$ cat config.mk
export PLATFORM = sky130hd
export DESIGN_NAME = source_text_tokenizer_core_flat
export DESIGN_NICKNAME = d
export VERILOG_FILES = /design/src/sttok_pkg.sv /design/src/sttok_if.sv /design/src/sttok_scan.sv /design/src/sttok_outq.sv /design/src/source_text_tokenizer_core.sv /design/src/flat_wrapper.sv
export SDC_FILE = /design/constraint.sdc
export NUM_CORES = 1
export LEC_CHECK = 0
export ABC_CLOCK_PERIOD_IN_PS = 4700
export BUFFER_PORTS_ARGS = -buffer_cell sky130_fd_sc_hd__buf_2
export CORE_MARGIN = 3
export CORE_UTILIZATION = 44
export CTS_BUF_LIST = sky130_fd_sc_hd__clkbuf_4
export CTS_CLUSTER_SIZE = 12
export DETAILED_ROUTE_END_ITERATION = 16
export GPL_TIMING_DRIVEN = 1
export HOLD_SLACK_MARGIN = 0.06
export SLEW_MARGIN = 10
export SYNTH_ARGS = -nofsm -noshare
export SYNTH_HDL_FRONTEND = slang
export SYNTH_HIERARCHICAL = 1
export SYNTH_SLANG_ARGS = --single-unit
$ cat constraint.sdc
create_clock -name clk -period 4.7 [get_ports clk]
set_input_delay 0.47 -clock clk [delete_from_list [all_inputs] [get_ports clk]]
set_output_delay 0.47 -clock clk [all_outputs]
set_load 0.02 [all_outputs]
$ cat src/sttok_pkg.sv
// ----------------------------------------------------------------------------
// sttok_pkg
// Shared types and character constants for the source text tokeniser.
// ----------------------------------------------------------------------------
package sttok_pkg;

  // Token kinds, as carried on the item that closes a token.
  typedef enum logic [4:0] {
    K_EOF       = 5'd0,
    K_ILLEGAL   = 5'd1,
    K_IDENT     = 5'd2,
    K_INT       = 5'd3,
    K_FLOAT     = 5'd4,
    K_STR       = 5'd5,
    K_ASSIGN    = 5'd6,
    K_PLUS      = 5'd7,
    K_MINUS     = 5'd8,
    K_BANG      = 5'd9,
    K_MUL       = 5'd10,
    K_DIV       = 5'd11,
    K_LT        = 5'd12,
    K_GT        = 5'd13,
    K_EQ        = 5'd14,
    K_NOT_EQ    = 5'd15,
    K_COMMA     = 5'd16,
    K_SEMICOLON = 5'd17,
    K_LPAREN    = 5'd18,
    K_RPAREN    = 5'd19,
    K_LBRACE    = 5'd20,
    K_RBRACE    = 5'd21
  } kind_t;

  // Scanner modes, one-hot.
  typedef enum logic [5:0] {
    M_IDLE  = 6'b000001,
    M_IDENT = 6'b000010,
    M_NUM   = 6'b000100,
    M_STR   = 6'b001000,
    M_EQ    = 6'b010000,
    M_BANG  = 6'b100000
  } mode_t;

  localparam logic [7:0] CH_NUL    = 8'h00;
  localparam logic [7:0] CH_TAB    = 8'h09;
  localparam logic [7:0] CH_LF     = 8'h0A;
  localparam logic [7:0] CH_CR     = 8'h0D;
  localparam logic [7:0] CH_SPACE  = 8'h20;
  localparam logic [7:0] CH_BANG   = 8'h21;
  localparam logic [7:0] CH_QUOTE  = 8'h22;
  localparam logic [7:0] CH_LPAREN = 8'h28;
  localparam logic [7:0] CH_RPAREN = 8'h29;
  localparam logic [7:0] CH_STAR   = 8'h2A;
  localparam logic [7:0] CH_PLUS   = 8'h2B;
  localparam logic [7:0] CH_COMMA  = 8'h2C;
  localparam logic [7:0] CH_MINUS  = 8'h2D;
  localparam logic [7:0] CH_DOT    = 8'h2E;
  localparam logic [7:0] CH_SLASH  = 8'h2F;
  localparam logic [7:0] CH_ZERO   = 8'h30;
  localparam logic [7:0] CH_NINE   = 8'h39;
  localparam logic [7:0] CH_SEMI   = 8'h3B;
  localparam logic [7:0] CH_LT     = 8'h3C;
  localparam logic [7:0] CH_EQUALS = 8'h3D;
  localparam logic [7:0] CH_GT     = 8'h3E;
  localparam logic [7:0] CH_UC_A   = 8'h41;
  localparam logic [7:0] CH_UC_Z   = 8'h5A;
  localparam logic [7:0] CH_UNDER  = 8'h5F;
  localparam logic [7:0] CH_LC_A   = 8'h61;
  localparam logic [7:0] CH_LC_Z   = 8'h7A;
  localparam logic [7:0] CH_LBRACE = 8'h7B;
  localparam logic [7:0] CH_RBRACE = 8'h7D;

  // Default queue depth: three or more keeps one item a cycle if not stalled.
  localparam int unsigned QUEUE_DEPTH = 3;

  // One result item.
  typedef struct packed {
    logic [4:0] kind;
    logic [7:0] lit_char;
    logic       has_char;
    logic       token_last;
  } item_t;

  // What one accepted byte pushes into the result queue.
  typedef struct packed {
    logic [1:0] cnt;
    item_t      item0;
    item_t      item1;
  } push_t;

endpackage

$ cat src/sttok_if.sv
// ----------------------------------------------------------------------------
// sttok_in_if / sttok_out_if
// Valid/ready channels for source bytes and for result items.
// ----------------------------------------------------------------------------
interface sttok_in_if;
  logic       valid;
  logic       ready;
  logic [7:0] ch;

  modport source (output valid, output ch, input ready);
  modport sink (input valid, input ch, output ready);
endinterface

interface sttok_out_if;
  logic       valid;
  logic       ready;
  logic [4:0] kind;
  logic [7:0] lit_char;
  logic       has_char;
  logic       token_last;

  modport source (output valid, output kind, output lit_char, output has_char,
                  output token_last, input ready);
  modport sink (input valid, input kind, input lit_char, input has_char,
                input token_last, output ready);
endinterface

$ cat src/sttok_scan.sv
// ----------------------------------------------------------------------------
// sttok_scan
// Scanner state and the next-item logic for one source byte.
// ----------------------------------------------------------------------------
module sttok_scan
  import sttok_pkg::*;
(
  input  logic       clk,
  input  logic       rst_n,
  input  logic       fire,
  input  logic [7:0] ch,
  output push_t      push
);

  mode_t      mode_r, mode_nxt;
  logic [1:0] dots_r, dots_nxt;
  logic       pdot_r, pdot_nxt;

  logic       is_letter, is_digit, is_space;
  logic       do_start;
  logic       pre_v, post_v;
  item_t      pre_item, post_item;
  logic       st_v;
  item_t      st_item;
  mode_t      st_mode;
  logic [4:0] single_kind;

  always_comb begin
    is_letter = ((ch >= CH_LC_A) && (ch <= CH_LC_Z)) ||
                ((ch >= CH_UC_A) && (ch <= CH_UC_Z)) || (ch == CH_UNDER);
    is_digit  = (ch >= CH_ZERO) && (ch <= CH_NINE);
    is_space  = (ch == CH_SPACE) || (ch == CH_TAB) || (ch == CH_CR) || (ch == CH_LF);
  end

  always_comb begin
    case (ch)
      CH_PLUS:   single_kind = K_PLUS;
      CH_MINUS:  single_kind = K_MINUS;
      CH_STAR:   single_kind = K_MUL;
      CH_SLASH:  single_kind = K_DIV;
      CH_LT:     single_kind = K_LT;
      CH_GT:     single_kind = K_GT;
      CH_COMMA:  single_kind = K_COMMA;
      CH_SEMI:   single_kind = K_SEMICOLON;
      CH_LPAREN: single_kind = K_LPAREN;
      CH_RPAREN: single_kind = K_RPAREN;
      CH_LBRACE: single_kind = K_LBRACE;
      CH_RBRACE: single_kind = K_RBRACE;
      default:   single_kind = K_ILLEGAL;
    endcase
  end

  // Handling of a byte that arrives between tokens.
  always_comb begin
    st_v    = 1'b1;
    st_mode = M_IDLE;
    st_item = '{kind: K_EOF, lit_char: ch, has_char: 1'b1, token_last: 1'b0};
    if (is_space) begin
      st_v = 1'b0;
    end else if (ch == CH_NUL) begin
      st_item = '{kind: K_EOF, lit_char: 8'h00, has_char: 1'b0, token_last: 1'b1};
    end else if (ch == CH_EQUALS) begin
      st_mode = M_EQ;
    end else if (ch == CH_BANG) begin
      st_mode = M_BANG;
    end else if (ch == CH_QUOTE) begin
      st_v    = 1'b0;
      st_mode = M_STR;
    end else if (is_letter) begin
      st_mode = M_IDENT;
    end else if (is_digit) begin
      st_mode = M_NUM;
    end else begin
      st_item.kind       = single_kind;
      st_item.token_last = 1'b1;
    end
  end

  always_comb begin
    mode_nxt  = mode_r;
    dots_nxt  = dots_r;
    pdot_nxt  = pdot_r;
    do_start  = 1'b0;
    pre_v     = 1'b0;
    pre_item  = '{kind: K_EOF, lit_char: 8'h00, has_char: 1'b0, token_last: 1'b1};
    post_v    = 1'b0;
    post_item = '{kind: K_EOF, lit_char: 8'h00, has_char: 1'b0, token_last: 1'b1};
    case (mode_r)
      M_IDENT: begin
        if (is_letter) begin
          pre_v    = 1'b1;
          pre_item = '{kind: K_EOF, lit_char: ch, has_char: 1'b1, token_last: 1'b0};
        end else begin
          pre_v         = 1'b1;
          pre_item.kind = K_IDENT;
          do_start      = 1'b1;
        end
      end
      M_NUM: begin
        if (is_digit || (ch == CH_DOT)) begin
          pre_v    = 1'b1;
          pre_item = '{kind: K_EOF, lit_char: ch, has_char: 1'b1, token_last: 1'b0};
          pdot_nxt = (ch == CH_DOT);
          if ((ch == CH_DOT) && (dots_r != 2'd2)) begin
            dots_nxt = dots_r + 2'd1;
          end
        end else begin
          pre_v = 1'b1;
          if (pdot_r || (dots_r == 2'd2)) begin
            pre_item.kind = K_ILLEGAL;
          end else if (dots_r == 2'd1) begin
            pre_item.kind = K_FLOAT;
          end else begin
            pre_item.kind = K_INT;
          end
          dots_nxt = 2'd0;
          pdot_nxt = 1'b0;
          do_start = 1'b1;
        end
      end
      M_STR: begin
        pre_v = 1'b1;
        if (ch == CH_QUOTE) begin
          pre_item.kind = K_STR;
          mode_nxt      = M_IDLE;
        end else if (ch == CH_NUL) begin
          // End of input inside a string closes it and reports eof as well.
          pre_item.kind = K_STR;
          post_v        = 1'b1;
          mode_nxt      = M_IDLE;
        end else begin
          pre_item = '{kind: K_EOF, lit_char: ch, has_char: 1'b1, token_last: 1'b0};
        end
      end
      M_EQ, M_BANG: begin
        pre_v = 1'b1;
        if (ch == CH_EQUALS) begin
          pre_item = '{kind: (mode_r == M_EQ) ? K_EQ : K_NOT_EQ, lit_char: ch,
                       has_char: 1'b1, token_last: 1'b1};
          mode_nxt = M_IDLE;
        end else begin
          pre_item.kind = (mode_r == M_EQ) ? K_ASSIGN : K_BANG;
          do_start      = 1'b1;
        end
      end
      default: begin
        do_start = 1'b1;
      end
    endcase

    if (do_start) begin
      mode_nxt  = st_mode;
      post_v    = st_v;
      post_item = st_item;
      if (st_mode == M_NUM) begin
        dots_nxt = 2'd0;
        pdot_nxt = 1'b0;
      end
    end

    push.cnt   = {1'b0, pre_v} + {1'b0, post_v};
    push.item0 = pre_v ? pre_item : post_item;
    push.item1 = post_item;
  end

  always_ff @(posedge clk) begin
    if (!rst_n) begin
      mode_r <= M_IDLE;
      dots_r <= 2'd0;
      pdot_r <= 1'b0;
    end else if (fire) begin
      mode_r <= mode_nxt;
      dots_r <= dots_nxt;
      pdot_r <= pdot_nxt;
    end
  end

endmodule

$ cat src/sttok_outq.sv
// ----------------------------------------------------------------------------
// sttok_outq
// Result queue: up to two items in a cycle if room, one out a cycle if ready.
// ----------------------------------------------------------------------------
module sttok_outq
  import sttok_pkg::*;
#(
  parameter int unsigned Depth = QUEUE_DEPTH
)
(
  input  logic  clk,
  input  logic  rst_n,
  input  push_t push,
  input  logic  push_en,
  output logic  room,
  output logic  head_valid,
  output item_t head,
  input  logic  pop
);

  localparam int unsigned PtrW = $clog2(Depth);
  localparam int unsigned CntW = $clog2(Depth + 1);

  item_t             entries_r [Depth];
  logic [PtrW-1:0]   wr_r, wr_nxt, rd_r, rd_nxt, wr_p1;
  logic [CntW-1:0]   count_r, count_nxt;
  logic [1:0]        n_push;

  function automatic logic [PtrW-1:0] ptr_inc(input logic [PtrW-1:0] p);
    logic [PtrW-1:0] r;
    if (p == PtrW'(Depth - 1)) begin
      r = '0;
    end else begin
      r = p + PtrW'(1);
    end
    return r;
  endfunction

  assign n_push     = push_en ? push.cnt : 2'd0;
  assign wr_p1      = ptr_inc(wr_r);
  // Room for the largest push, judged on the registered fill only.
  assign room       = (count_r <= CntW'(Depth - 2));
  assign head_valid = (count_r != '0);
  assign head       = entries_r[rd_r];

  always_comb begin
    case (n_push)
      2'd1:    wr_nxt = wr_p1;
      2'd2:    wr_nxt = ptr_inc(wr_p1);
      default: wr_nxt = wr_r;
    endcase
    rd_nxt    = pop ? ptr_inc(rd_r) : rd_r;
    count_nxt = count_r + CntW'(n_push) - CntW'(pop);
  end

  always_ff @(posedge clk) begin
    if (n_push != 2'd0) begin
      entries_r[wr_r] <= push.item0;
    end
    if (n_push == 2'd2) begin
      entries_r[wr_p1] <= push.item1;
    end
  end

  always_ff @(posedge clk) begin
    if (!rst_n) begin
      wr_r    <= '0;
      rd_r    <= '0;
      count_r <= '0;
    end else begin
      wr_r    <= wr_nxt;
      rd_r    <= rd_nxt;
      count_r <= count_nxt;
    end
  end

  a_count_bound: assert property (@(posedge clk) disable iff (!rst_n)
    count_r <= CntW'(Depth))
    else $error("result queue over-filled");

  a_pop_nonempty: assert property (@(posedge clk) disable iff (!rst_n)
    pop |-> head_valid)
    else $error("result queue popped while empty");

  a_push_room: assert property (@(posedge clk) disable iff (!rst_n)
    (n_push != 2'd0) |-> room)
    else $error("result queue pushed without room");

  a_count_track: assert property (@(posedge clk) disable iff (!rst_n)
    (count_r == '0) |-> (wr_r == rd_r))
    else $error("result queue pointers disagree with fill count");

endmodule

$ cat src/source_text_tokenizer_core.sv
// ----------------------------------------------------------------------------
// source_text_tokenizer_core
// Streaming tokeniser: one source byte in, a run of literal/kind items out.
// ----------------------------------------------------------------------------
//  Channel   Direction  Handshake      Payload
//  in_ch_if  in         valid/ready    ch[7:0]
//  out_tok_if out       valid/ready    kind[4:0] lit_char[7:0] has_char token_last
//
// A byte is scanned in the cycle it is accepted; its zero to two items are
// written straight into the result queue and the first can leave next cycle.
// With a three-entry queue and a ready receiver one byte is taken every cycle
// while each byte yields at most one item; a byte yielding two holds off the next.
// Reset is synchronous and returns the scanner to between tokens, queue empty.
// A stalled result side drops in_ch_if.ready once two items no longer fit.
// ----------------------------------------------------------------------------
module source_text_tokenizer_core
  import sttok_pkg::*;
#(
  parameter int unsigned QueueDepth = QUEUE_DEPTH
)
(
  input  logic               clk,
  input  logic               rst_n,
  sttok_in_if.sink           in_ch_if,
  sttok_out_if.source        out_tok_if
);

  logic  in_fire, out_fire, room, head_valid;
  push_t push;
  item_t head;

  assign in_ch_if.ready = room;
  assign in_fire        = in_ch_if.valid && room;
  assign out_fire       = head_valid && out_tok_if.ready;

  sttok_scan u_scan (
    .clk   (clk),
    .rst_n (rst_n),
    .fire  (in_fire),
    .ch    (in_ch_if.ch),
    .push  (push)
  );

  sttok_outq #(
    .Depth (QueueDepth)
  ) u_outq (
    .clk        (clk),
    .rst_n      (rst_n),
    .push       (push),
    .push_en    (in_fire),
    .room       (room),
    .head_valid (head_valid),
    .head       (head),
    .pop        (out_fire)
  );

  assign out_tok_if.valid      = head_valid;
  assign out_tok_if.kind       = head.kind;
  assign out_tok_if.lit_char   = head.lit_char;
  assign out_tok_if.has_char   = head.has_char;
  assign out_tok_if.token_last = head.token_last;

endmodule

$ cat src/flat_wrapper.sv
// flat-port wrapper written by rule: the top's interface ports become plain ports
module source_text_tokenizer_core_flat import sttok_pkg::*;
#(
  parameter int unsigned QueueDepth = QUEUE_DEPTH
)
  (clk, rst_n, in_ch_if_valid, in_ch_if_ch, in_ch_if_ready, out_tok_if_valid, out_tok_if_kind, out_tok_if_lit_char, out_tok_if_has_char, out_tok_if_token_last, out_tok_if_ready);
  sttok_in_if in_ch_if_i ();
  sttok_out_if out_tok_if_i ();
  input  logic clk;
  input  logic rst_n;
  input wire logic [$bits(in_ch_if_i.valid)-1:0] in_ch_if_valid;
  input wire logic [$bits(in_ch_if_i.ch)-1:0] in_ch_if_ch;
  output wire logic [$bits(in_ch_if_i.ready)-1:0] in_ch_if_ready;
  output wire logic [$bits(out_tok_if_i.valid)-1:0] out_tok_if_valid;
  output wire logic [$bits(out_tok_if_i.kind)-1:0] out_tok_if_kind;
  output wire logic [$bits(out_tok_if_i.lit_char)-1:0] out_tok_if_lit_char;
  output wire logic [$bits(out_tok_if_i.has_char)-1:0] out_tok_if_has_char;
  output wire logic [$bits(out_tok_if_i.token_last)-1:0] out_tok_if_token_last;
  input wire logic [$bits(out_tok_if_i.ready)-1:0] out_tok_if_ready;
  assign in_ch_if_i.valid = in_ch_if_valid;
  assign in_ch_if_i.ch = in_ch_if_ch;
  assign in_ch_if_ready = in_ch_if_i.ready;
  assign out_tok_if_valid = out_tok_if_i.valid;
  assign out_tok_if_kind = out_tok_if_i.kind;
  assign out_tok_if_lit_char = out_tok_if_i.lit_char;
  assign out_tok_if_has_char = out_tok_if_i.has_char;
  assign out_tok_if_token_last = out_tok_if_i.token_last;
  assign out_tok_if_i.ready = out_tok_if_ready;
  source_text_tokenizer_core #(.QueueDepth(QueueDepth)) u_core (.clk(clk), .rst_n(rst_n), .in_ch_if(in_ch_if_i), .out_tok_if(out_tok_if_i));
endmodule
==> impl_metrics.toml <==
[cells_and_area]
area.growth.synth_to_final_pct = 8.05
multi_input_area_mm2 = 0.00230
fillers = 859
layout_commonest_cell = "edfxtp_1"
n_antenna_cell = 0
stdcell_area_mm2 = 0.00453
seqCellArea_mm2 = 0.00169
most-common-layout-cells = "45 x edfxtp_1, 36 x mux2_2, 33 x nand2_1"
nNetsFinal = 432
drive_gt1_share_pct = 26.7

[global_route]
grt_util_met1_pct = 24.8
antenna_found_initial = 0
grtUsageMet3_pct = 3.74
overflow = 0
grtUsageTotal_pct = 18.2
grt_pass1_wl_um = 15700
top_usage_layer = "met2"
grt_max_degree = 31
grtUsageMet2_pct = 29.1
grt_pass1_vias = 2982

[timing]
fmax_mhz = 267
fin_crit_ps = 3750
relSlewSlack_pct = 35.3
slew_violations = 0
finalSetupViolCount = 0
hold_violations = 0
fin_worst_skew_ps = 11.7
finalCritPeriodShare_pct = 79.7
grt_setup_unrepaired = "false"
final.setup.worst_slack_ps = 953
tightest_slew_ps = 970
tns_ps = 0

[detailed_routing]
wirelength_um = 9570
detail_route.wl_per_cell_um = 17.5
drcViolationCount = 0
vias = 3168
avgViaCountPerCell = 5.78
ant_nets = 0
drtIter0Drc = 217
drt_first_pass_iters = 5

[logic_synthesis]
avgSynthCellArea_um2 = 10.4
yosysSeqAreaShare_pct = 40.3
syn_nets = 421
synth_seq_cells = 62
synth.cell_area_mm2 = 0.00420
yosysWarningCount = 6
synthArstFlopShare_pct = 0
synth-edff-count = 45
yosysUniqueCellTypes = 77
synth_cells = 403
synthFlopType = "edfxtp_1"

[clock_network]
cts_root_buffer = "clkbuf_4"
cts_resized = 0
hold_buffers = 0
worstSkewPairLatency_ps = 410
cts_tree = "done"
clkTransAtPathRegs_ps = 110
clockBufferDepth = 2
clock_sinks = 62
postCtsSetupRepairBufs = 0
cts_buffers = 9
cts_max_level = 3

[worst_setup_path]
crit_buf_inv = 1
cpPeakStageDelay_ps = 560
cp-startpoint = "u_core/u_scan/mode_r[3]$_SDFFE_PN0P_"
crit_fanout = 15
slowest_stage = "dfxtp_1"
crit_cells = 10
required_ps = 4860
crit_arrival_ps = 3910
r2r-end = "u_core/u_outq/entries_r[1][6]$_DFFE_PP_"
r2r_start = "u_core/u_scan/mode_r[3]$_SDFFE_PN0P_"
cp-end-kind = "register"
cp_top_family = "simple AND/OR/NAND/NOR gates"
start_kind = "register"
crit_chain = "nor3_2 > and3_4 > a2111oi_4 > inv_1 > a31o_4 > a21oi_1 > ha_1 > and3b_1 > nand2_1 > mux2_2"
rr_worst_depth = 10
path_class = "reg2reg"
r2r_slack_ps = 950
critPathCapture = "u_core/u_outq/entries_r[1][6]$_DFFE_PP_"

[power]
p_sw_share_pct = 31.4
finalPower_w = 0.00159
p_leak_nw = 1.60
vdd_drop_max_v = 0.000121
p_switching_w = 0.000500
seqPwrFrac_pct = 44.3
power_density_mw_per_mm2 = 351
p_int_w = 0.00109
clockPowerShare_pct = 29.9
comb_power_share_pct = 25.8

[place]
place_congestion = 0.861
dpl.hpwl_um = 6780
pre_cts_ws_ps = 786
placed_cell_area_mm2 = 0.00435
port_buffers = 28

[run_status]
status = "completed"

[flow_run]
max_cap_viol_count = 0

[floorplanning]
core_mm2 = 0.00924
dieArea_mm2 = 0.0107
fp.dieW_um = 104
ios = 29
dieHeight_um = 104
rows = 35
initial_core_util_pct = 45.4

[worst_hold_path]
hp-class = "in2reg"
how the worst min path moves through the flow:
stage                                             from                              endpoint  slack (ps)  depth (start not counted)
finish                                           rst_n  u_core/u_scan/mode_r[2]$_SDFFE_PN0P_         450                          2
global route                                     rst_n  u_core/u_scan/mode_r[2]$_SDFFE_PN0P_         440                          2
CTS                                              rst_n  u_core/u_scan/mode_r[2]$_SDFFE_PN0P_         430                          2
detailed placement  u_core/u_outq/rd_r[1]$_SDFFE_PN0P_    u_core/u_outq/rd_r[1]$_SDFFE_PN0P_         520                          2
global placement    u_core/u_outq/rd_r[1]$_SDFFE_PN0P_    u_core/u_outq/rd_r[1]$_SDFFE_PN0P_         510                          2
floorplan           u_core/u_outq/rd_r[1]$_SDFFE_PN0P_                              register         480                          2
flip-flops by register name (all words and copies together), names as in the netlist, named ones only:
signal / count
u_core/u_outq/entries_r: 45
u_core/u_scan/mode_r: 6
u_core/u_outq/count_r: 2
u_core/u_outq/rd_r: 2
u_core/u_outq/wr_r: 2
u_core/u_scan/dots_r: 2
u_core/u_scan/pdot_r: 1
metrics by stage:
stage,util [%],hold slack (ps),std cells
floorplan,-,481,403
global placement,47.1,515,532
detailed placement,47.1,518,532
CTS,49.1,430,548
global route,49.1,444,548
finish,49.1,446,548
synth_stat cells, types with 8 or more instances:
library cell / count / area share, %
edfxtp_1: 45 / 32
nor2_1: 18 / 1.6
nand2_1: 33 / 3.0
mux2_2: 36 / 9.7
mux2_4: 9 / 3.2
mux2i_1: 15 / 3.6
dfxtp_1: 17 / 8.1
a21oi_1: 11 / 1.3
nor2b_1: 9 / 1.3
inv_1: 10 / 0.89
nor3_1: 8 / 0.95
nand3_1: 10 / 1.2
o21ai_0: 28 / 3.3
and2_1: 11 / 1.6
clkbuf_1: 15 / 1.3
routing by layer:
metal / up-vias / wire length (um)
met5: - / 0
met4: 0 / 149
met3: 9 / 450
met2: 88 / 4490
met1: 1534 / 4480
li1: 1537 / -
area by class of cell:
type,count,share of cell area [%]
Multi-Input combinational cell,300,50.7
Sequential cell,62,37.3
Timing Repair Buffer,31,3.59
Tap cell,129,3.56
Clock inverter,7,2.48
Clock buffer,9,1.49
Inverter,10,0.828
power by group through the flow:
stage,Combinational (W),Clock (W),Sequential [W]
final,0.000411,0.000476,0.000705
after global routing,0.000457,0.000508,0.000714
after CTS,0.000417,0.000486,0.000707
after detailed placement,0.000416,0,0.000720
after global placement,0.000411,0,0.000718
after floorplan,0.000328,0,0.000684
cell families (layout without fill, tap and decap cells):
| kind of cell | count (synthesis) | count (layout) | share of synthesized area, % |
|---|---|---|---|
| muxes | 60 | 60 | 16.5 |
| buffers and inverters | 41 | 57 | 4.98 |
| adders and majority gates | 6 | 6 | 1.79 |
| xor gates and xnor gates | 6 | 6 | 1.58 |
| AOI/OAI and AO/OA | 90 | 90 | 15.5 |
| DFF | 62 | 62 | 40.3 |
| and+or+nand+nor | 138 | 138 | 19.4 |
No activity file was read; power rests on OpenSTA's default activity.
